==> src/rtl/vdf_pkg.sv <==
// Shared types and constants for the viscous drag force accumulator.
// Holds the cell, result and configuration words plus the queue entry format.
// No dependencies.
`default_nettype none

package vdf_pkg;

	localparam int VALUE_WIDTH = 32;
	localparam int CFG_W = 32;
	localparam int ACC_W = 48;
	localparam int GSUM_W = VALUE_WIDTH + 2;
	localparam int CFG_IDX_W = 3;

	localparam int SHIFT_Q = 16;
	localparam int SHIFT_HALF = 17;

	localparam logic [CFG_IDX_W-1:0] REG_GRID_DX = 3'd0;
	localparam logic [CFG_IDX_W-1:0] REG_GRID_DY = 3'd1;
	localparam logic [CFG_IDX_W-1:0] REG_INV_DX = 3'd2;
	localparam logic [CFG_IDX_W-1:0] REG_INV_DY = 3'd3;
	localparam logic [CFG_IDX_W-1:0] REG_INV_RE = 3'd4;

	localparam logic [CFG_W-1:0] CFG_RESET = 32'h0001_0000;

	// 4/3 and 2/3 in Q16.16, rounded to nearest.
	localparam logic [CFG_W-1:0] K_FOUR_THIRDS = 32'd87381;
	localparam logic [CFG_W-1:0] K_TWO_THIRDS = 32'd43691;

	localparam int FLAG_EAST = 0;
	localparam int FLAG_WEST = 1;
	localparam int FLAG_NORTH = 2;
	localparam int FLAG_SOUTH = 3;
	localparam int FLAG_FLUID = 4;

	typedef struct packed {
		logic signed [VALUE_WIDTH-1:0] u_sw;
		logic signed [VALUE_WIDTH-1:0] u_se;
		logic signed [VALUE_WIDTH-1:0] u_nw;
		logic signed [VALUE_WIDTH-1:0] u_ne;
		logic signed [VALUE_WIDTH-1:0] v_sw;
		logic signed [VALUE_WIDTH-1:0] v_se;
		logic signed [VALUE_WIDTH-1:0] v_nw;
		logic signed [VALUE_WIDTH-1:0] v_ne;
		logic signed [VALUE_WIDTH-1:0] cell_pressure;
		logic [4:0]                    cell_flags;
		logic                          is_last;
	} cell_t;

	typedef struct packed {
		logic signed [ACC_W-1:0] drag_x;
		logic signed [ACC_W-1:0] drag_y;
	} drag_t;

	typedef struct packed {
		logic [CFG_W-1:0] grid_dx;
		logic [CFG_W-1:0] grid_dy;
		logic [CFG_W-1:0] inv_dx;
		logic [CFG_W-1:0] inv_dy;
		logic [CFG_W-1:0] inv_reynolds;
	} cfg_t;

	typedef struct packed {
		logic fluid;
		logic east_sub;
		logic west_add;
		logic north_sub;
		logic south_add;
		logic last;
	} cell_class_t;

	typedef struct packed {
		cell_class_t                   cls;
		logic signed [GSUM_W-1:0]      du_x;
		logic signed [GSUM_W-1:0]      du_y;
		logic signed [GSUM_W-1:0]      dv_x;
		logic signed [GSUM_W-1:0]      dv_y;
		logic signed [VALUE_WIDTH-1:0] pressure;
	} cell_op_t;

endpackage

`default_nettype wire

==> src/rtl/vdf_front.sv <==
// Front end: registers an incoming cell, classifies its neighbour flags and
// forms the four corner difference sums. Depends on vdf_pkg.
`default_nettype none

module vdf_front
	import vdf_pkg::*;
(
	input  logic     clk,
	input  logic     arst_n,
	input  cell_t    cell_data,
	input  logic     cell_valid,
	output logic     cell_stall,
	output logic     push,
	output cell_op_t push_data,
	input  logic     full
);

	logic     valid_s1;
	cell_op_t op_s1;
	cell_op_t op_d;
	logic     accept;

	assign push       = valid_s1 & ~full;
	assign cell_stall = valid_s1 & full;
	assign accept     = cell_valid & ~cell_stall;
	assign push_data  = op_s1;

	// East wins over west and north over south, so only one of each pair survives.
	always_comb begin
		op_d.cls.fluid     = cell_data.cell_flags[FLAG_FLUID];
		op_d.cls.east_sub  = cell_data.cell_flags[FLAG_EAST];
		op_d.cls.west_add  = ~cell_data.cell_flags[FLAG_EAST] & cell_data.cell_flags[FLAG_WEST];
		op_d.cls.north_sub = cell_data.cell_flags[FLAG_NORTH];
		op_d.cls.south_add = ~cell_data.cell_flags[FLAG_NORTH]
			& cell_data.cell_flags[FLAG_SOUTH];
		op_d.cls.last      = cell_data.is_last;
		op_d.du_x = GSUM_W'($signed(cell_data.u_ne)) - GSUM_W'($signed(cell_data.u_nw))
			+ GSUM_W'($signed(cell_data.u_se)) - GSUM_W'($signed(cell_data.u_sw));
		op_d.du_y = GSUM_W'($signed(cell_data.u_ne)) + GSUM_W'($signed(cell_data.u_nw))
			- GSUM_W'($signed(cell_data.u_se)) - GSUM_W'($signed(cell_data.u_sw));
		op_d.dv_x = GSUM_W'($signed(cell_data.v_ne)) - GSUM_W'($signed(cell_data.v_nw))
			+ GSUM_W'($signed(cell_data.v_se)) - GSUM_W'($signed(cell_data.v_sw));
		op_d.dv_y = GSUM_W'($signed(cell_data.v_ne)) + GSUM_W'($signed(cell_data.v_nw))
			- GSUM_W'($signed(cell_data.v_se)) - GSUM_W'($signed(cell_data.v_sw));
		op_d.pressure = cell_data.cell_pressure;
	end

	always_ff @(posedge clk or negedge arst_n) begin
		if (!arst_n) begin
			valid_s1 <= 1'b0;
		end else if (accept) begin
			valid_s1 <= 1'b1;
		end else if (push) begin
			valid_s1 <= 1'b0;
		end
	end

	always_ff @(posedge clk) begin
		if (accept) begin
			op_s1 <= op_d;
		end
	end

endmodule

`default_nettype wire

==> config.mk <==
export PLATFORM = sky130hd
export DESIGN_NAME = vdf_front
export DESIGN_NICKNAME = d
export VERILOG_FILES = /design/src/rtl/vdf_pkg.sv /design/src/rtl/vdf_front.sv
export SDC_FILE = /design/constraint.sdc
export NUM_CORES = 1
export LEC_CHECK = 0
export ABC_CLOCK_PERIOD_IN_PS = 12000
export BUFFER_PORTS_ARGS = -buffer_cell sky130_fd_sc_hd__buf_2
export CAP_MARGIN = 40
export CORE_AREA = 2 2 225 227
export DETAILED_ROUTE_END_ITERATION = 12
export DIE_AREA = 0 0 227 229
export PLACE_DENSITY_LB_ADDON = 0.25
export SETUP_SLACK_MARGIN = 0.05
export SYNTH_ARGS = -nofsm -noshare
export SYNTH_HDL_FRONTEND = slang
export SYNTH_SLANG_ARGS = --single-unit
==> constraint.sdc <==
create_clock -name clk -period 12 [get_ports clk]
set_input_delay 2.4 -clock clk [delete_from_list [all_inputs] [get_ports clk]]
set_output_delay 2.4 -clock clk [all_outputs]
set_load 0.02 [all_outputs]
==> flow_summary.toml, run 1 <==
[floorplanning]
die-height_um = 229
fp.dieArea_sq_um = 52000
io_pins = 474
initial_utilization_pct = 37.6
dieWidth_um = 227
fp.coreArea_sq_um = 49700
num_rows = 82

[logic_synthesis]
ys_warn_count = 0
synth_cell_type_count = 62
synth_edf_count = 174
yosys_most_used_dff = "sky130_fd_sc_hd__edfxtp_1"
post_synth_instance_area_sq_um = 18700
seq_area_frac_synth_pct = 28.1
postSynthAreaPerCell_sq_um = 10.5
synthesis.instances = 1777
async_flop_share_pct = 0.571
ys_ff_latch = 175
syn_nets = 2471

[pwr]
power_density_nw_per_um2 = 181
static-leakage-power_nw = 11.3
ir_drop_worst_case_vdd_v = 0.0000934
post-layout-total-power_mw = 4.06

[cells_and_area]
post_route_cells_drive_above_1_share_pct = 23.1
layout.cells.non_filler = 2946
layout.nets = 2951
final_cell_mix = "sky130_fd_sc_hd__buf_2 (473), sky130_fd_sc_hd__inv_1 (469), sky130_fd_sc_hd__fa_1 (260)"
synthToLayoutAreaGrowth_pct = 20.5
commonest_non_fill_non_tap_cell_in_the_layout = "sky130_fd_sc_hd__buf_2"

[cts]
tritoncts.num_buffers = 17
cts_max_level = 4
cts.reportedPaths.clkPinSlew_ps = 80
cts_num_sinks = 175
cts_root_buffer = "sky130_fd_sc_hd__clkbuf_16"
cts_hold_fix_bufs = 0
post_cts.resized_instances = 0
number_of_buffers_between_clock_root_and_the_deepest_sink = 2
insertion_delay_ps = 500
cts_setup_buffers = 0
cts_tree = "done"

[global_routing]
global_route.overflow_total = 0
grt_pass1_wl_mm = 73.3
antenna_found_initial = 8
vias_in_the_first_global_route = 14600
gr-usage-all-layers_pct = 18.4
grt_start_max_net_pins = 175

[sta]
rsz0062_at_grt = "no"
clock-skew-final_ps = 16.6
timing.final.setup_violations = 0
finalCritPeriodShare_pct = 52.2
period_needed_ps = 6270
hold_violations = 0
final-max-slew-violation-count = 0
max_freq_mhz = 160
worst_slew_margin_rel_pct = 32.9
setup_tns_ps = 0
worst_pin_slew_ps = 1010

[routing]
via_per_inst = 4.77
detail_route.first_pass.iterations = 5
drt-initial-drc-count = 542
routed_wire_length_per_instance_um = 15.6
finalWirelength_mm = 46.0
route.vias.total = 14000
drc_errors = 0
drtAntennaViolNets = 0

[critical_path]
path_max_fanout = 4
arrival_ps = 6520
cp-start-kind = "input port"
critical_path.endpoint_type = "register"
cp.required_ps = 12250
timing_worst_setup_path_type = "input port to register"

[place]
place_inst = 2910
place_hpwl_mm = 39.4
gp_congestion = 0.866
port_buffers = 473

[status]
outcome = "finished clean"

[job]
cap_violations = 0

[worst_hold_path]
hold_path_class = "register to register"
==> cells by family (layout without fill, tap and decap cells) <==
family	after synthesis	count (layout)	synth area share, %
buffers and inverters	482	975	9.70
adders and majority gates	396	396	37.0
AOI/OAI and AO/OA	368	368	13.1
and+or+nand+nor	228	228	6.01
DFF	175	175	28.1
xor gates and xnor gates	127	127	5.96
muxes	1	1	0.0537
other	0	4	0
==> cell usage after synthesis, types with 9 or more instances <==
cell,instances,area (sq um)
sky130_fd_sc_hd__nor2b_1,20,125
sky130_fd_sc_hd__o21a_1,19,143
sky130_fd_sc_hd__o21bai_1,14,105
sky130_fd_sc_hd__fa_1,260,5200
sky130_fd_sc_hd__inv_1,469,1760
sky130_fd_sc_hd__nor3_1,9,45.0
sky130_fd_sc_hd__clkbuf_1,13,48.8
sky130_fd_sc_hd__ha_1,136,1700
sky130_fd_sc_hd__nand2b_1,13,81.3
sky130_fd_sc_hd__a31oi_1,14,87.6
sky130_fd_sc_hd__edfxtp_1,174,5230
sky130_fd_sc_hd__xnor2_1,89,780
sky130_fd_sc_hd__o21ai_0,51,255
sky130_fd_sc_hd__nand4_1,11,68.8
sky130_fd_sc_hd__nor2_1,57,214
sky130_fd_sc_hd__a21oi_1,108,541
sky130_fd_sc_hd__xor2_1,38,333
sky130_fd_sc_hd__nand3_1,23,115
sky130_fd_sc_hd__nand2_1,66,248
sky130_fd_sc_hd__a21o_1,82,616
==> critical path, stage by stage <==
cell,delay [ps]
sky130_fd_sc_hd__buf_2,120
sky130_fd_sc_hd__fa_1,530
sky130_fd_sc_hd__inv_1,50
sky130_fd_sc_hd__fa_1,470
sky130_fd_sc_hd__inv_1,40
sky130_fd_sc_hd__ha_1,220
sky130_fd_sc_hd__inv_1,90
sky130_fd_sc_hd__fa_1,210
sky130_fd_sc_hd__nor2b_1,70
sky130_fd_sc_hd__o31ai_1,410
sky130_fd_sc_hd__a21oi_1,180
sky130_fd_sc_hd__o31ai_1,390
sky130_fd_sc_hd__and2_1,290
sky130_fd_sc_hd__o21ai_1,200
sky130_fd_sc_hd__a221oi_1,490
sky130_fd_sc_hd__nor4bb_1,110
sky130_fd_sc_hd__a211o_1,240
==> layer usage <==
metal,share of wire (%),global-route usage (%),up-vias
li1,-,-,6754
met1,41,22.0,6935
met2,52,32.5,294
met3,5.7,4.77,49
met4,1.9,4.96,8
met5,0.098,0,-
==> where the power goes <==
group	switching (mW)	total, mW	internal, mW
clock network	0.304	0.608	0.304
registers	0.0531	1.02	0.971
logic	1.44	2.43	0.988
total	1.80	4.06	2.26
==> per-stage QoR <==
| stage | utilization (%) | setup slack, ps | hold slack [ps] | instance area (sq um) |
|---|---|---|---|---|
| after floorplan | - | 1030 | 744 | 18700 |
| after global placement | 44.0 | 5370 | 663 | 21800 |
| after detailed placement | 44.0 | 5250 | 688 | 21800 |
| after CTS | 45.3 | 5800 | 712 | 22500 |
| after global routing | 45.3 | 5430 | 740 | 22500 |
| final | 45.3 | 5730 | 700 | 22500 |
==> path summary, 6_finish.rpt <==
path | cells after the start | endpoint | slack (ps) | startpoint
max | 17 | push_data[98] | 5730 | cell_data[38]
min | 2 | valid_s1 | 700 | valid_s1
max reg2reg | 3 | push_data[165] | 10090 | valid_s1
min reg2reg | 2 | valid_s1 | 700 | valid_s1
max in group asynchronous | 1 | valid_s1 | 10240 | arst_n
min in group asynchronous | 1 | valid_s1 | 1680 | arst_n
==> sequential cells by signal, summed over array words and instances (netlist names) <==
register,cells
push_data,174
valid_s1,1
==> area by class of cell <==
cell class / instances / area [sq um]
Fill cell: 4882 / 27200
Timing Repair Buffer: 474 / 2390
Sequential cell: 175 / 5250
Clock inverter: 15 / 208
Multi-Input combinational cell: 1120 / 11600
Antenna cell: 4 / 10.0
Inverter: 469 / 1760
Tap cell: 672 / 841
Clock buffer: 17 / 425
Power figures use the tool's default switching activity.
==> run 2, diff against run 1 <==
Settings changed: ABC_CLOCK_PERIOD_IN_PS 12000 to 5200.
Clock period 12 ns to 5.2 ns, I/O delays scaled along.
==> run 2 against run 1 <==
Net effect: global-route usage increased by 0.29 points; register-to-register slack got worse by 6900 ps; sequential cell count unchanged; non-clock buffer count increased by 13; routed wire length increased by 2.7%; count of clock-buffer cells in the layout unchanged; clock power increased by 120%; combinational power increased by 130%; hold slack got worse by 390 ps; largest cell class unchanged; largest power group unchanged.
==> flow_summary.toml, run 2 (synthesis results as in run 1) <==
[status]
outcome = "finished clean"

[cells_and_area]
synthToLayoutAreaGrowth_pct = 20.8
post_route_cells_drive_above_1_share_pct = 23.5
layout.cells.non_filler = 2958
commonest_non_fill_non_tap_cell_in_the_layout = "sky130_fd_sc_hd__buf_2"
number_of_fill_cells_in_the_layout = 4900
layout.nets = 2964
sequential_cell_area_sq_um = 5250
largest_register_ff_count = 174
multi_input_area_sq_um = 11600
final_cell_mix = "sky130_fd_sc_hd__buf_2 (473), sky130_fd_sc_hd__inv_1 (469), sky130_fd_sc_hd__fa_1 (260)"

[critical_path]
arrival_ps = 5000
cp.required_ps = 5440
critical_path.endpoint_type = "register"
worstRegToRegCells = 3
cp-start-kind = "input port"
path_max_fanout = 3
timing_worst_setup_path_type = "input port to register"

[floorplanning]
io_pins = 474
initial_utilization_pct = 37.6
num_rows = 82
dieWidth_um = 227
die-height_um = 229
fp.coreArea_sq_um = 49700
fp.dieArea_sq_um = 52000

[routing]
drt-initial-drc-count = 657
routed_wire_length_per_instance_um = 16.0
via_per_inst = 4.80
drtAntennaViolNets = 0
drc_errors = 0
route.vias.total = 14200
detail_route.first_pass.iterations = 4
finalWirelength_mm = 47.3

[cts]
post_cts.resized_instances = 0
insertion_delay_ps = 490
tritoncts.num_buffers = 17
cts_hold_fix_bufs = 0
cts_root_buffer = "sky130_fd_sc_hd__clkbuf_16"
cts_max_level = 4
cts_setup_buffers = 0
cts_num_sinks = 175
cts.reportedPaths.clkPinSlew_ps = 80
cts_tree = "done"
number_of_buffers_between_clock_root_and_the_deepest_sink = 2

[global_routing]
grt_pass1_wl_mm = 74.3
antenna_found_initial = 7
grt_start_max_net_pins = 175
gr-usage-all-layers_pct = 18.7
global_route.overflow_total = 0
vias_in_the_first_global_route = 14800

[sta]
clock-skew-final_ps = 11.3
rsz0062_at_grt = "no"
period_needed_ps = 4750
worst_pin_slew_ps = 1040
max_freq_mhz = 210
finalCritPeriodShare_pct = 91.4
final-max-slew-violation-count = 0
fin_hold_ws_ps = 308
worst_slew_margin_rel_pct = 30.5
timing.final.setup_violations = 0
hold_violations = 0

[place]
port_buffers = 473
place_inst = 2923
gp_congestion = 0.878
place_hpwl_mm = 40.2

[pwr]
post-layout-total-power_mw = 9.43
ir_drop_worst_case_vdd_v = 0.000205
static-leakage-power_nw = 11.4
power_density_nw_per_um2 = 418

[job]
cap_violations = 0

[worst_hold_path]
hold_path_class = "input port to asynchronous set/reset pin"
run 2: where the power goes:
part           internal (mW)  switching, mW  total (mW)  leakage (nW)
clock network          0.685          0.674        1.36         0.291
logic                   2.34           3.35        5.69          9.42
registers               2.24          0.137        2.38          1.67
total                   5.27           4.16        9.43          11.4
run 2: worst max-delay path: stages:
cell                       delay, ps
sky130_fd_sc_hd__buf_2           130
sky130_fd_sc_hd__fa_1            520
sky130_fd_sc_hd__inv_1            50
sky130_fd_sc_hd__fa_1            490
sky130_fd_sc_hd__inv_1            50
sky130_fd_sc_hd__ha_1            210
sky130_fd_sc_hd__inv_1            90
sky130_fd_sc_hd__fa_1            220
sky130_fd_sc_hd__nor2b_1          80
sky130_fd_sc_hd__o31ai_1         410
sky130_fd_sc_hd__a21oi_1         230
sky130_fd_sc_hd__o31ai_1         280
sky130_fd_sc_hd__and2_1          260
sky130_fd_sc_hd__o21ai_1         140
sky130_fd_sc_hd__a221oi_1        460
sky130_fd_sc_hd__nor4bb_1        110
sky130_fd_sc_hd__a211o_1         240
run 2: path summary, 6_finish.rpt:
| path | start | to | slack [ps] |
|---|---|---|---|
| worst max-delay path | cell_data[38] | push_data[98] | 450 |
| worst min-delay path | arst_n | valid_s1 | 310 |
| worst max register to register | valid_s1 | push_data[59] | 3210 |
| worst min register to register | valid_s1 | valid_s1 | 710 |
| max in group asynchronous | arst_n | valid_s1 | 4810 |
| min in group clk | valid_s1 | valid_s1 | 710 |
run 2: layer usage:
| layer | vias to the layer above | wire length (um) | track usage, % |
|---|---|---|---|
| met5 | - | 55 | 0 |
| met1 | 7068 | 19500 | 22.5 |
| li1 | 6773 | - | - |
| met4 | 8 | 833 | 4.86 |
| met3 | 46 | 2620 | 5.03 |
| met2 | 295 | 24300 | 32.8 |
run 2: area by class of cell:
| cell class | count | share of cell area, % |
|---|---|---|
| Antenna cell | 3 | 0.0333 |
| Tap cell | 672 | 3.73 |
| Sequential cell | 175 | 23.3 |
| Multi-Input combinational cell | 1120 | 51.5 |
| Timing Repair Buffer | 487 | 11.0 |
| Clock inverter | 15 | 0.755 |
| Inverter | 469 | 7.81 |
| Clock buffer | 17 | 1.89 |
run 2: through the flow:
step	instance area [sq um]	worst slack, ps	setup TNS, ps	util [%]
floorplan	18700	404	0	-
global placement	21900	33.5	0	44.2
detailed placement	21900	-35.7	-35.7	44.2
CTS	22500	499	0	45.4
global route	22500	232	0	45.4
finish	22500	446	0	45.4
