File: src/rtl/vdf_pkg.sv
// Shared types and constants for the viscous drag force accumulator.
// Holds the cell, result and configuration words plus the queue entry format.
// No dependencies.
`default_nettype none

package vdf_pkg;

	localparam int VALUE_WIDTH = 32;
	localparam int CFG_W = 32;
	localparam int ACC_W = 48;
	localparam int GSUM_W = VALUE_WIDTH + 2;
	localparam int CFG_IDX_W = 3;

	localparam int SHIFT_Q = 16;
	localparam int SHIFT_HALF = 17;

	localparam logic [CFG_IDX_W-1:0] REG_GRID_DX = 3'd0;
	localparam logic [CFG_IDX_W-1:0] REG_GRID_DY = 3'd1;
	localparam logic [CFG_IDX_W-1:0] REG_INV_DX = 3'd2;
	localparam logic [CFG_IDX_W-1:0] REG_INV_DY = 3'd3;
	localparam logic [CFG_IDX_W-1:0] REG_INV_RE = 3'd4;

	localparam logic [CFG_W-1:0] CFG_RESET = 32'h0001_0000;

	// 4/3 and 2/3 in Q16.16, rounded to nearest.
	localparam logic [CFG_W-1:0] K_FOUR_THIRDS = 32'd87381;
	localparam logic [CFG_W-1:0] K_TWO_THIRDS = 32'd43691;

	localparam int FLAG_EAST = 0;
	localparam int FLAG_WEST = 1;
	localparam int FLAG_NORTH = 2;
	localparam int FLAG_SOUTH = 3;
	localparam int FLAG_FLUID = 4;

	typedef struct packed {
		logic signed [VALUE_WIDTH-1:0] u_sw;
		logic signed [VALUE_WIDTH-1:0] u_se;
		logic signed [VALUE_WIDTH-1:0] u_nw;
		logic signed [VALUE_WIDTH-1:0] u_ne;
		logic signed [VALUE_WIDTH-1:0] v_sw;
		logic signed [VALUE_WIDTH-1:0] v_se;
		logic signed [VALUE_WIDTH-1:0] v_nw;
		logic signed [VALUE_WIDTH-1:0] v_ne;
		logic signed [VALUE_WIDTH-1:0] cell_pressure;
		logic [4:0]                    cell_flags;
		logic                          is_last;
	} cell_t;

	typedef struct packed {
		logic signed [ACC_W-1:0] drag_x;
		logic signed [ACC_W-1:0] drag_y;
	} drag_t;

	typedef struct packed {
		logic [CFG_W-1:0] grid_dx;
		logic [CFG_W-1:0] grid_dy;
		logic [CFG_W-1:0] inv_dx;
		logic [CFG_W-1:0] inv_dy;
		logic [CFG_W-1:0] inv_reynolds;
	} cfg_t;

	typedef struct packed {
		logic fluid;
		logic east_sub;
		logic west_add;
		logic north_sub;
		logic south_add;
		logic last;
	} cell_class_t;

	typedef struct packed {
		cell_class_t                   cls;
		logic signed [GSUM_W-1:0]      du_x;
		logic signed [GSUM_W-1:0]      du_y;
		logic signed [GSUM_W-1:0]      dv_x;
		logic signed [GSUM_W-1:0]      dv_y;
		logic signed [VALUE_WIDTH-1:0] pressure;
	} cell_op_t;

endpackage

`default_nettype wire

File: src/rtl/vdf_queue.sv
// Short queue of classified cells between the front and back ends.
// Depends on vdf_pkg.
`default_nettype none

module vdf_queue
	import vdf_pkg::*;
#(
	parameter int DEPTH = 4
)
(
	input  logic     clk,
	input  logic     arst_n,
	input  logic     push,
	input  cell_op_t push_data,
	output logic     full,
	input  logic     pop,
	output cell_op_t pop_data,
	output logic     empty
);

	localparam int PTR_W = $clog2(DEPTH);
	localparam int CNT_W = $clog2(DEPTH + 1);

	cell_op_t         entry_q [DEPTH];
	logic [PTR_W-1:0] wr_ptr_q;
	logic [PTR_W-1:0] rd_ptr_q;
	logic [CNT_W-1:0] count_q;

	assign full     = (count_q == CNT_W'(DEPTH));
	assign empty    = (count_q == '0);
	assign pop_data = entry_q[rd_ptr_q];

	always_ff @(posedge clk) begin
		if (push) begin
			entry_q[wr_ptr_q] <= push_data;
		end
	end

	always_ff @(posedge clk or negedge arst_n) begin
		if (!arst_n) begin
			wr_ptr_q <= '0;
			rd_ptr_q <= '0;
			count_q  <= '0;
		end else begin
			if (push) begin
				wr_ptr_q <= (wr_ptr_q == PTR_W'(DEPTH - 1)) ? '0 : wr_ptr_q + 1'b1;
			end
			if (pop) begin
				rd_ptr_q <= (rd_ptr_q == PTR_W'(DEPTH - 1)) ? '0 : rd_ptr_q + 1'b1;
			end
			unique case ({push, pop})
				2'b10: count_q <= count_q + 1'b1;
				2'b01: count_q <= count_q - 1'b1;
				default: ;
			endcase
		end
	end

endmodule

`default_nettype wire

File: config.mk
export PLATFORM = sky130hd
export DESIGN_NAME = vdf_queue
export DESIGN_NICKNAME = d
export VERILOG_FILES = /design/src/rtl/vdf_pkg.sv /design/src/rtl/vdf_queue.sv
export SDC_FILE = /design/constraint.sdc
export NUM_CORES = 1
export LEC_CHECK = 0
export CAP_MARGIN = 15
export CELL_PAD_IN_SITES_DETAIL_PLACEMENT = 1
export CELL_PAD_IN_SITES_GLOBAL_PLACEMENT = 1
export CORE_MARGIN = 2
export CORE_UTILIZATION = 50
export DETAILED_ROUTE_END_ITERATION = 8
export DONT_BUFFER_PORTS = 1
export MAX_ROUTING_LAYER = met4
export PLACE_DENSITY_LB_ADDON = 0.1
export SLEW_MARGIN = 20
export SYNTH_ARGS = -nofsm -noshare
export SYNTH_HDL_FRONTEND = slang
export SYNTH_SLANG_ARGS = --single-unit
File: constraint.sdc
create_clock -name clk -period 5.5 [get_ports clk]
set_clock_uncertainty 0.2 [all_clocks]
set_input_delay 0.55 -clock clk [delete_from_list [all_inputs] [get_ports clk]]
set_output_delay 0.55 -clock clk [all_outputs]
set_load 0.01 [all_outputs]
==> flow_summary.json, run 1 <==
{
  "ys_top_cells_by_area": "edfxtp_1 (82%), mux4_2 (15%), buf_6 (0.75%)",
  "synth_area_sq_um": 25500,
  "vias_per_cell": 5.66,
  "fin_area_sq_um": 30400,
  "yosys_register_bits": 703,
  "crit_path_max_fanout": 54,
  "ant_nets": 0,
  "rsz0062_at_grt": "false",
  "finalNetCount": 1360,
  "timing.hold.ws_ps": 44.7,
  "clock-sinks": 703,
  "synth_edf_count": 696,
  "fin_cells": 1911,
  "place_hpwl_microns": 30700,
  "cp_slowest_cell": "dfrtp_4",
  "syn_area_per_cell_sq_um": 27.0,
  "drv_cap": 0,
  "layout-drive-gt1-share_pct": 24.1,
  "clkSlewWorstSetupHoldPaths_ps": 60,
  "die-area_sq_um": 52900,
  "globalplace.congestion": 0.770,
  "preCtsSetupSlack_ps": 2390,
  "drt_first_iter_violations": 688,
  "final.min_clock_period_ps": 3580,
  "crit_arrival_ps": 2830,
  "antenna_found_initial": 8,
  "dieHeight_microns": 230,
  "slew_headroom_pct": 34.0,
  "critical_path_class": "reg2out",
  "grt_pass1_vias": 11700,
  "final_util_pct": 60.4,
  "peakVddDrop_mv": 0.344,
  "grt_usage_pct": 21.3,
  "drc": 0,
  "hold_class": "in2reg",
  "finalCritPeriodShare_pct": 65.2,
  "grt_max_degree": 109,
  "yosys-top-cells-count": "edfxtp_1 (696), mux4_2 (174), buf_2 (17), buf_6 (17), dfrtp_1 (7)",
  "maxSlewViolCount": 0,
  "wl_per_cell_microns": 27.7,
  "fmax_mhz": 279,
  "fin_setup_tns_ps": 0,
  "yosysTopAreaCellShare_pct": 81.8,
  "cp.required_ps": 4750,
  "io_pins": 354,
  "cts.htree.levels": 3,
  "placed_area_sq_um": 26300,
  "grt_pass1_wl_microns": 79700,
  "die_x_microns": 230,
  "drt-total-wl_microns": 53000,
  "overflow": 0,
  "cts_tree": "yes",
  "setup_violations": 0,
  "seq_area_frac_synth_pct": 82.5,
  "area.growth.synth_to_final_pct": 18.9,
  "vias": 10800,
  "post-synth-top-count-cell": "edfxtp_1",
  "portBuffers": 0,
  "p_leak_nw": 9.66,
  "report.final.hold_viol_count": 0,
  "syn_nets": 1132,
  "async_flop_share_pct": 0.996,
  "dr.pass1.iters": 4,
  "crit_chain": "buf_12 -> mux4_2",
  "numCtsBuffers": 71,
  "p_per_area_nw_per_um2": 518,
  "synth_cells": 947,
  "setup_slack_ps": 1920,
  "critPathCaptureType": "output pin",
  "ys_types": 22,
  "synth_top_area_cell": "edfxtp_1",
  "rows": 82,
  "start_util_pct": 50.8,
  "clockBufferDepth": 3,
  "worst_slew_pin_slew_ps": 991,
  "crit_buf_inv": 1,
  "clockRootBuffer": "clkbuf_16",
  "critPathLaunchType": "flip-flop",
  "clkLatencyLatePin_ps": 600,
  "ys_warn_count": 0,
  "core_area_sq_um": 50300,
  "synth_flop_cell": "edfxtp_1",
  "cpPeakStageDelay_ps": 1050,
  "crit_family": "flip-flops",
  "dp_cells": 1597,
  "status": "finished, final reports clean",
  "p_total_mw": 15.7
}
## metal layers
layer | global-route usage, % | wire length (microns) | vias up
li1 | - | - | 4593
met1 | 27.8 | 21500 | 5793
met2 | 32.6 | 26000 | 344
met3 | 6.88 | 4330 | 85
met4 | 5.73 | 1130 | 0
met5 | - | 0 | -
## cells by family after synthesis
| logic type | count (synthesis) | synth area share, % |
|---|---|---|
| AND/OR/NAND/NOR | 10 | 0.211 |
| adder cells (fa/ha/maj) | 7 | 0.372 |
| flip-flops | 703 | 82.5 |
| XOR/XNOR | 3 | 0.103 |
| buffers and inverters | 45 | 1.27 |
| multiplexers | 177 | 15.5 |
| AO/OA/AOI/OAI | 2 | 0.0392 |
## placed cells by master (no fill, tap or decap), drive strengths merged
cell type      n
clkbuf        87
ha             6
mux2           2
mux2i          1
and3           1
diode         10
mux4         174
clkinvlp       2
buf           17
nand2          1
clkinv        30
bufinv         6
inv            8
and2           4
edfxtp       696
or3            1
xnor2          1
o21ai          2
nor2           2
fa             1
nor3           1
dlygate4sd3  177
xor2           2
dfrtp          7
## worst paths after layout
kind,slack (ps),cells past startpoint,to,startpoint
worst max-delay path,1920,2,pop_data[148],rd_ptr_q[0]
worst min-delay path,40,3,wr_ptr_q[0],push
worst max register to register,2790,4,entry_q[1][12],wr_ptr_q[1]
worst min register to register,290,1,count_q[2],count_q[2]
max in group asynchronous,4630,1,rd_ptr_q[1],arst_n
min in group asynchronous,120,1,wr_ptr_q[1],arst_n
## tightest hold or removal path, stage by stage
cell     delay (ps)
inv_1            60
or3_1           100
o21ai_0          70
## area by class of cell
| class | instances | area [sq um] |
|---|---|---|
| Tap cell | 672 | 841 |
| Clock buffer | 87 | 1900 |
| Sequential cell | 703 | 21100 |
| Timing Repair Buffer | 194 | 2000 |
| Inverter | 6 | 22.5 |
| Clock inverter | 40 | 353 |
| Multi-Input combinational cell | 199 | 4150 |
| Fill cell | 4020 | 19900 |
| Antenna cell | 10 | 25.0 |
## registers in the layout, indices dropped and copies added (netlist names)
register / flops
count_q: 3
rd_ptr_q: 2
entry_q: 696
wr_ptr_q: 2
## report_power, final
group | leakage, nW | switching (mW) | internal, mW
sequential | 6.47 | 0.315 | 6.86
clock | 1.10 | 1.94 | 2.74
combinational | 2.09 | 2.31 | 1.56
## what timing repair did
item | CTS | global route
hold buffers | 177 | 0
endpoints found under the hold margin | 707 | 0
resized for setup | 0 | 0
buffers inserted | 0 | 0
Power figures use the tool's default switching activity.
==> run 2: changes to the inputs <==
--- a/config.mk
+++ b/config.mk
@@ -5,6 +5,7 @@
 export SDC_FILE = /design/constraint.sdc
 export NUM_CORES = 1
 export LEC_CHECK = 0
+export ABC_AREA = 1
 export CAP_MARGIN = 15
 export CELL_PAD_IN_SITES_DETAIL_PLACEMENT = 1
 export CELL_PAD_IN_SITES_GLOBAL_PLACEMENT = 1
==> constraint.sdc (replaced) <==
create_clock -name clk -period 3.5 [get_ports clk]
set_clock_uncertainty 0.2 [all_clocks]
set_input_delay 0.35 -clock clk [delete_from_list [all_inputs] [get_ports clk]]
set_output_delay 0.35 -clock clk [all_outputs]
set_load 0.01 [all_outputs]
==> run 2 against run 1 <==
  * Hold slack better by 200 ps
  * Sequential share of layout area is 5.3 points lower
  * Area after synthesis is 10% higher
  * Setup slack worse by 1400 ps
  * Final cell count is 61% higher
==> flow_summary.json, run 2 <==
{
  "yosys_register_bits": 703,
  "async_flop_share_pct": 0.996,
  "cts_setup_buffers": 0,
  "yosysTopAreaCellShare_pct": 74.3,
  "clockRootBuffer": "clkbuf_16",
  "syn_nets": 2268,
  "holdPathEnd": "entry_q[1][49]",
  "die_x_microns": 241,
  "yosys-top-cells-count": "edfxtp_1 (696), nand2_1 (534), inv_1 (361), o211ai_1 (317), buf_2 (53)",
  "finalNetCount": 2442,
  "place_hpwl_microns": 38100,
  "ys_types": 21,
  "crit_chain": "inv_8 -> buf_4 -> nand2_1 -> o211ai_1 -> nand2_1",
  "hold_path_startpoint": "push_data[49]",
  "ys_top_cells_by_area": "edfxtp_1 (74%), o211ai_1 (8.5%), nand2_1 (7.1%)",
  "worst_slew_pin_slew_ps": 1020,
  "setup_violations": 0,
  "hold_class": "in2reg",
  "overflow": 0,
  "grt_usage_pct": 23.0,
  "globalplace.congestion": 0.747,
  "synth_cells": 2083,
  "vias_per_cell": 5.35,
  "dp_cells": 2751,
  "ys_warn_count": 0,
  "final.min_clock_period_ps": 2950,
  "rows": 86,
  "synth_area_sq_um": 28100,
  "slew_headroom_pct": 32.0,
  "crit_path_max_fanout": 88,
  "synth_flop_cell": "edfxtp_1",
  "final_cell_mix": "edfxtp_1 (696), nand2_1 (530), inv_1 (356)",
  "largest_reg_flops": 696,
  "critPathCaptureType": "output pin",
  "fmax_mhz": 338,
  "area.growth.synth_to_final_pct": 16.9,
  "wl_per_cell_microns": 21.1,
  "p_per_area_nw_per_um2": 801,
  "portBuffers": 0,
  "drv_cap": 0,
  "p_leak_nw": 12.6,
  "yosys.area_share.simple_pct": 7.21,
  "synth_top_family_by_area": "compound AO/OA/AOI/OAI gates",
  "synth-adder-area-share_pct": 0.338,
  "cpPeakStageDelay_ps": 460,
  "rsz0062_at_grt": "false",
  "drt_first_iter_violations": 677,
  "final_common_cell": "edfxtp_1",
  "synth_top_area_cell": "edfxtp_1",
  "drc": 0,
  "cts_resized": 0,
  "reg2reg_depth": 5,
  "ff2ff_setup_slack_ps": 1120,
  "regMostFlops": "entry_q",
  "status": "finished, final reports clean",
  "critPathLaunchType": "flip-flop",
  "drt-total-wl_microns": 64800,
  "crit_arrival_ps": 2400,
  "syn_area_per_cell_sq_um": 13.5,
  "setup_slack_ps": 545,
  "clockBufferDepth": 3,
  "antenna_found_initial": 13,
  "synth_edf_count": 696,
  "peakVddDrop_mv": 0.722,
  "synth-xor-area-share_pct": 0.0311,
  "core_area_sq_um": 55400,
  "post-synth-top-count-cell": "edfxtp_1",
  "crit_path_frequent_cell": "nand2_1",
  "grt_max_degree": 176,
  "preCtsSetupSlack_ps": 1090,
  "clkLatencyLatePin_ps": 590,
  "synthMuxAreaShare_pct": 0,
  "layout-drive-gt1-share_pct": 7.79,
  "dieHeight_microns": 241,
  "cts.htree.levels": 3,
  "clkSlewWorstSetupHoldPaths_ps": 60,
  "cp_slowest_cell": "inv_8",
  "grt_pass1_wl_microns": 98200,
  "start_util_pct": 50.8,
  "seq_area_frac_synth_pct": 74.9,
  "ant_nets": 0,
  "vias": 16400,
  "whs_path_depth": 1,
  "maxSlewViolCount": 0,
  "io_pins": 354,
  "fin_cells": 3074,
  "synth_compound_area_share_pct": 9.94,
  "timing.rr.start": "wr_ptr_q[0]",
  "die-area_sq_um": 58200,
  "cp.required_ps": 2950,
  "grt_pass1_vias": 17500,
  "worst_r2r_endpoint": "entry_q[0][71]",
  "cts_tree": "yes",
  "numCtsBuffers": 74,
  "clock-sinks": 703,
  "largest_registers": "entry_q (696), count_q (3)",
  "critical_path_class": "reg2out",
  "holdBufCountCts": 178,
  "finalCritPeriodShare_pct": 84.4,
  "dr.pass1.iters": 5,
  "report.final.hold_viol_count": 0
}
run 2: metal layers:
metal	GRT usage [%]	part of all wire, %	up-vias
li1	-	-	7660
met1	26.4	40	8336
met2	39.2	51	318
met3	5.89	5.9	118
met4	8.42	2.9	0
met5	-	0	-
run 2: through the flow:
stage	area, sq um	hold WS (ps)	utilization (%)	setup TNS (ps)	total power [mW]
global route	32900	240	59.3	0	27.8
floorplan	28200	-146	-	-248840	17.0
finish	32900	246	59.4	0	26.3
CTS	32900	205	59.3	0	26.7
global placement	28800	-145	52.0	0	18.7
detailed placement	28800	-145	52.0	0	19.0
run 2: worst max-delay path by stage:
stage                     depth (start not counted)         endpoint  slack, ps   startpoint
final                                             5    pop_data[126]        550  rd_ptr_q[0]
after floorplan                                   4    entry_q[0][0]       -370  wr_ptr_q[0]
after detailed placement                          5  entry_q[0][158]       1090  wr_ptr_q[0]
after global routing                              5     pop_data[57]        360  rd_ptr_q[0]
after global placement                            5  entry_q[0][158]       1090  wr_ptr_q[0]
after CTS                                         5    pop_data[170]        480  rd_ptr_q[0]
run 2: power breakdown:
group	internal (mW)	switching, mW
clock	4.31	3.09
combinational	1.91	5.72
sequential	10.9	0.367
run 2: cells by family after synthesis:
family / Yosys count
DFF: 703
and+or+nand+nor: 539
xor gates and xnor gates: 1
adders and majority gates: 7
buffers and inverters: 479
AOI/OAI and AO/OA: 354
run 2: layout make-up:
| class | count | area (sq um) |
|---|---|---|
| fill | 5297 | 22500 |
| timing repair buffer | 214 | 2230 |
| antenna | 14 | 35.0 |
| clock inverter | 35 | 277 |
| multi-input combinational | 901 | 4950 |
| clock buffer | 96 | 2000 |
| inverter | 363 | 1390 |
| tap | 748 | 936 |
| sequential | 703 | 21100 |
run 2: worst max-delay path, delay by kind of cell, from the launching register on:
| kind | cells | cell delay, ps |
|---|---|---|
| simple gates | 2 | 310 |
| flops | 1 | 450 |
| compound gates | 1 | 130 |
| buf+inv | 2 | 880 |
==> run 3: changes to the inputs <==
==> constraint.sdc (replaced) <==
create_clock -name clk -period 2.99 [get_ports clk]
set_clock_uncertainty 0.2 [all_clocks]
set_input_delay 0.299 -clock clk [delete_from_list [all_inputs] [get_ports clk]]
set_output_delay 0.299 -clock clk [all_outputs]
set_load 0.01 [all_outputs]
==> run 3 against run 2 <==
  * Routed wire length rose by 1.4%
  * Final cell count increased by 0.13%
  * Sequential share of layout area is 0.31 points lower
  * Register-to-register slack worse by 400 ps
  * First-iteration DRC count grew 12%
  * Highest routed layer unchanged
  * Design area increased by 0.48%
  * Critical path type unchanged
  * Combinational power increased by 20%
  * Largest cell class unchanged
  * Largest power group unchanged
==> flow_summary.json, run 3 (synthesized netlist as in run 2, its figures left out) <==
{
  "largest_registers": "entry_q (696), count_q (3)",
  "ant_nets": 0,
  "portBuffers": 0,
  "drc": 0,
  "grt_pass1_vias": 17400,
  "report.final.hold_viol_count": 0,
  "drv_cap": 0,
  "die-area_sq_um": 58200,
  "critical_path_class": "reg2out",
  "clockBufferDepth": 3,
  "p_total_mw": 30.9,
  "reg2reg_depth": 5,
  "vias": 16300,
  "drt-total-wl_microns": 65700,
  "cts_tree": "yes",
  "setup_violations": 0,
  "final.min_clock_period_ps": 2760,
  "drt_first_iter_violations": 759,
  "peakVddDrop_mv": 0.924,
  "dieHeight_microns": 241,
  "cpPeakStageDelay_ps": 480,
  "critPathLaunchType": "flip-flop",
  "overflow": 0,
  "io_pins": 354,
  "critPathCaptureType": "output pin",
  "timing.hold.ws_ps": 144,
  "worst_slew_pin_slew_ps": 765,
  "placed_area_sq_um": 29000,
  "worst_r2r_endpoint": "entry_q[2][92]",
  "maxSlewViolCount": 0,
  "hold_class": "in2reg",
  "timing.rr.start": "wr_ptr_q[0]",
  "ff2ff_setup_slack_ps": 720,
  "rows": 86,
  "slew_headroom_pct": 49.0,
  "status": "finished, final reports clean",
  "finalNetCount": 2445,
  "largest_reg_flops": 696,
  "rsz0062_at_grt": "false",
  "grt_pass1_wl_microns": 99600,
  "grt_usage_pct": 23.4,
  "layout-drive-gt1-share_pct": 7.68,
  "dr.pass1.iters": 4,
  "crit_start": "rd_ptr_q[0]",
  "crit_arrival_ps": 2260,
  "crit_chain": "clkinv_8 -> buf_4 -> nand2_1 -> o211ai_1 -> nand2_1",
  "vias_per_cell": 5.30,
  "fmax_mhz": 362,
  "fin_setup_tns_ps": 0,
  "area.growth.synth_to_final_pct": 17.4,
  "antenna_found_initial": 11,
  "place_hpwl_microns": 39300,
  "core_area_sq_um": 55400,
  "cp.required_ps": 2490,
  "crit_path_max_fanout": 66,
  "final_common_cell": "edfxtp_1",
  "critPathCapture": "pop_data[120]",
  "cp_slowest_cell": "dfrtp_1",
  "grt_max_degree": 115,
  "wl_per_cell_microns": 21.3,
  "start_util_pct": 50.8,
  "die_x_microns": 241,
  "clock-sinks": 703,
  "regMostFlops": "entry_q",
  "final_cell_mix": "edfxtp_1 (696), nand2_1 (530), inv_1 (356)",
  "crit_path_frequent_cell": "nand2_1",
  "p_leak_nw": 12.6,
  "clkSlewWorstSetupHoldPaths_ps": 60,
  "clkLatencyLatePin_ps": 600,
  "fin_area_sq_um": 33000,
  "cts_setup_buffers": 0,
  "finalCritPeriodShare_pct": 92.3,
  "clockRootBuffer": "clkbuf_16",
  "numCtsBuffers": 73,
  "p_per_area_nw_per_um2": 935,
  "cts.htree.levels": 3,
  "globalplace.congestion": 0.772
}
==> run 3: cell types whose count changed in the layout (fill, tap and decap cells not counted), moves of 2 or more <==
cell / previous run / this run
buf_12: 14 / 28
buf_4: 22 / 12
clkbuf_1: 19 / 24
bufinv_16: 4 / 1
clkinv_1: 14 / 17
clkinvlp_4: 7 / 4
clkbuf_16: 77 / 79
diode_2: 14 / 12
==> run 3: how the worst min path moves through the flow <==
stage | startpoint | end | slack [ps] | cells after the start
floorplan | arst_n | count_q[0] | -200 | 0
global placement | arst_n | count_q[2] | -200 | 0
detailed placement | arst_n | count_q[2] | -200 | 0
CTS | push | entry_q[1][17] | 150 | 3
global route | push | entry_q[0][2] | 170 | 3
finish | push | entry_q[1][17] | 140 | 3
==> run 3: layer usage <==
layer | vias to the layer above | wire length [microns] | global-route usage [%]
met5 | - | 0 | -
met1 | 8152 | 26000 | 26.7
met4 | 0 | 2220 | 9.32
li1 | 7685 | - | -
met3 | 147 | 3560 | 5.57
met2 | 331 | 33900 | 39.9
==> run 3: layout make-up <==
type	instances	area [sq um]
Antenna cell	12	30.0
Clock buffer	103	2070
Clock inverter	30	161
Fill cell	5290	22400
Inverter	363	1400
Multi-Input combinational cell	901	4950
Sequential cell	703	21100
Tap cell	748	936
Timing Repair Buffer	218	2430
==> run 3: metrics by stage <==
stage | utilization (%) | setup WS [ps] | std cells
5_1_grt | 59.6 | 73.9 | 3077
6_report | 59.6 | 231 | 3078
3_5_place_dp | 52.3 | 701 | 2755
3_3_place_gp | 52.3 | 717 | 2755
2_1_floorplan | - | -876 | 2083
4_1_cts | 59.6 | 86.9 | 3066
==> run 3: where the power goes <==
group	switching [mW]	internal, mW	total [mW]	leakage, nW
logic	6.75	2.40	9.15	5.07
clock network	3.61	4.90	8.51	1.09
registers	0.444	12.8	13.2	6.48
==> run 3: critical path, delay by kind of cell, from the launching register on <==
kind                   cells  cell delay [ps]
buffers and inverters      2              740
flip-flops                 1              480
AO/OA/AOI/OAI              1              110
AND/OR/NAND/NOR            2              310
==> run 3: what timing repair did <==
item                                    in CTS  in global routing
hold buffers                               178                  0
endpoints found under the setup margin       0                  3
hold endpoints to repair                   710                  0
resized for setup                            0                  1
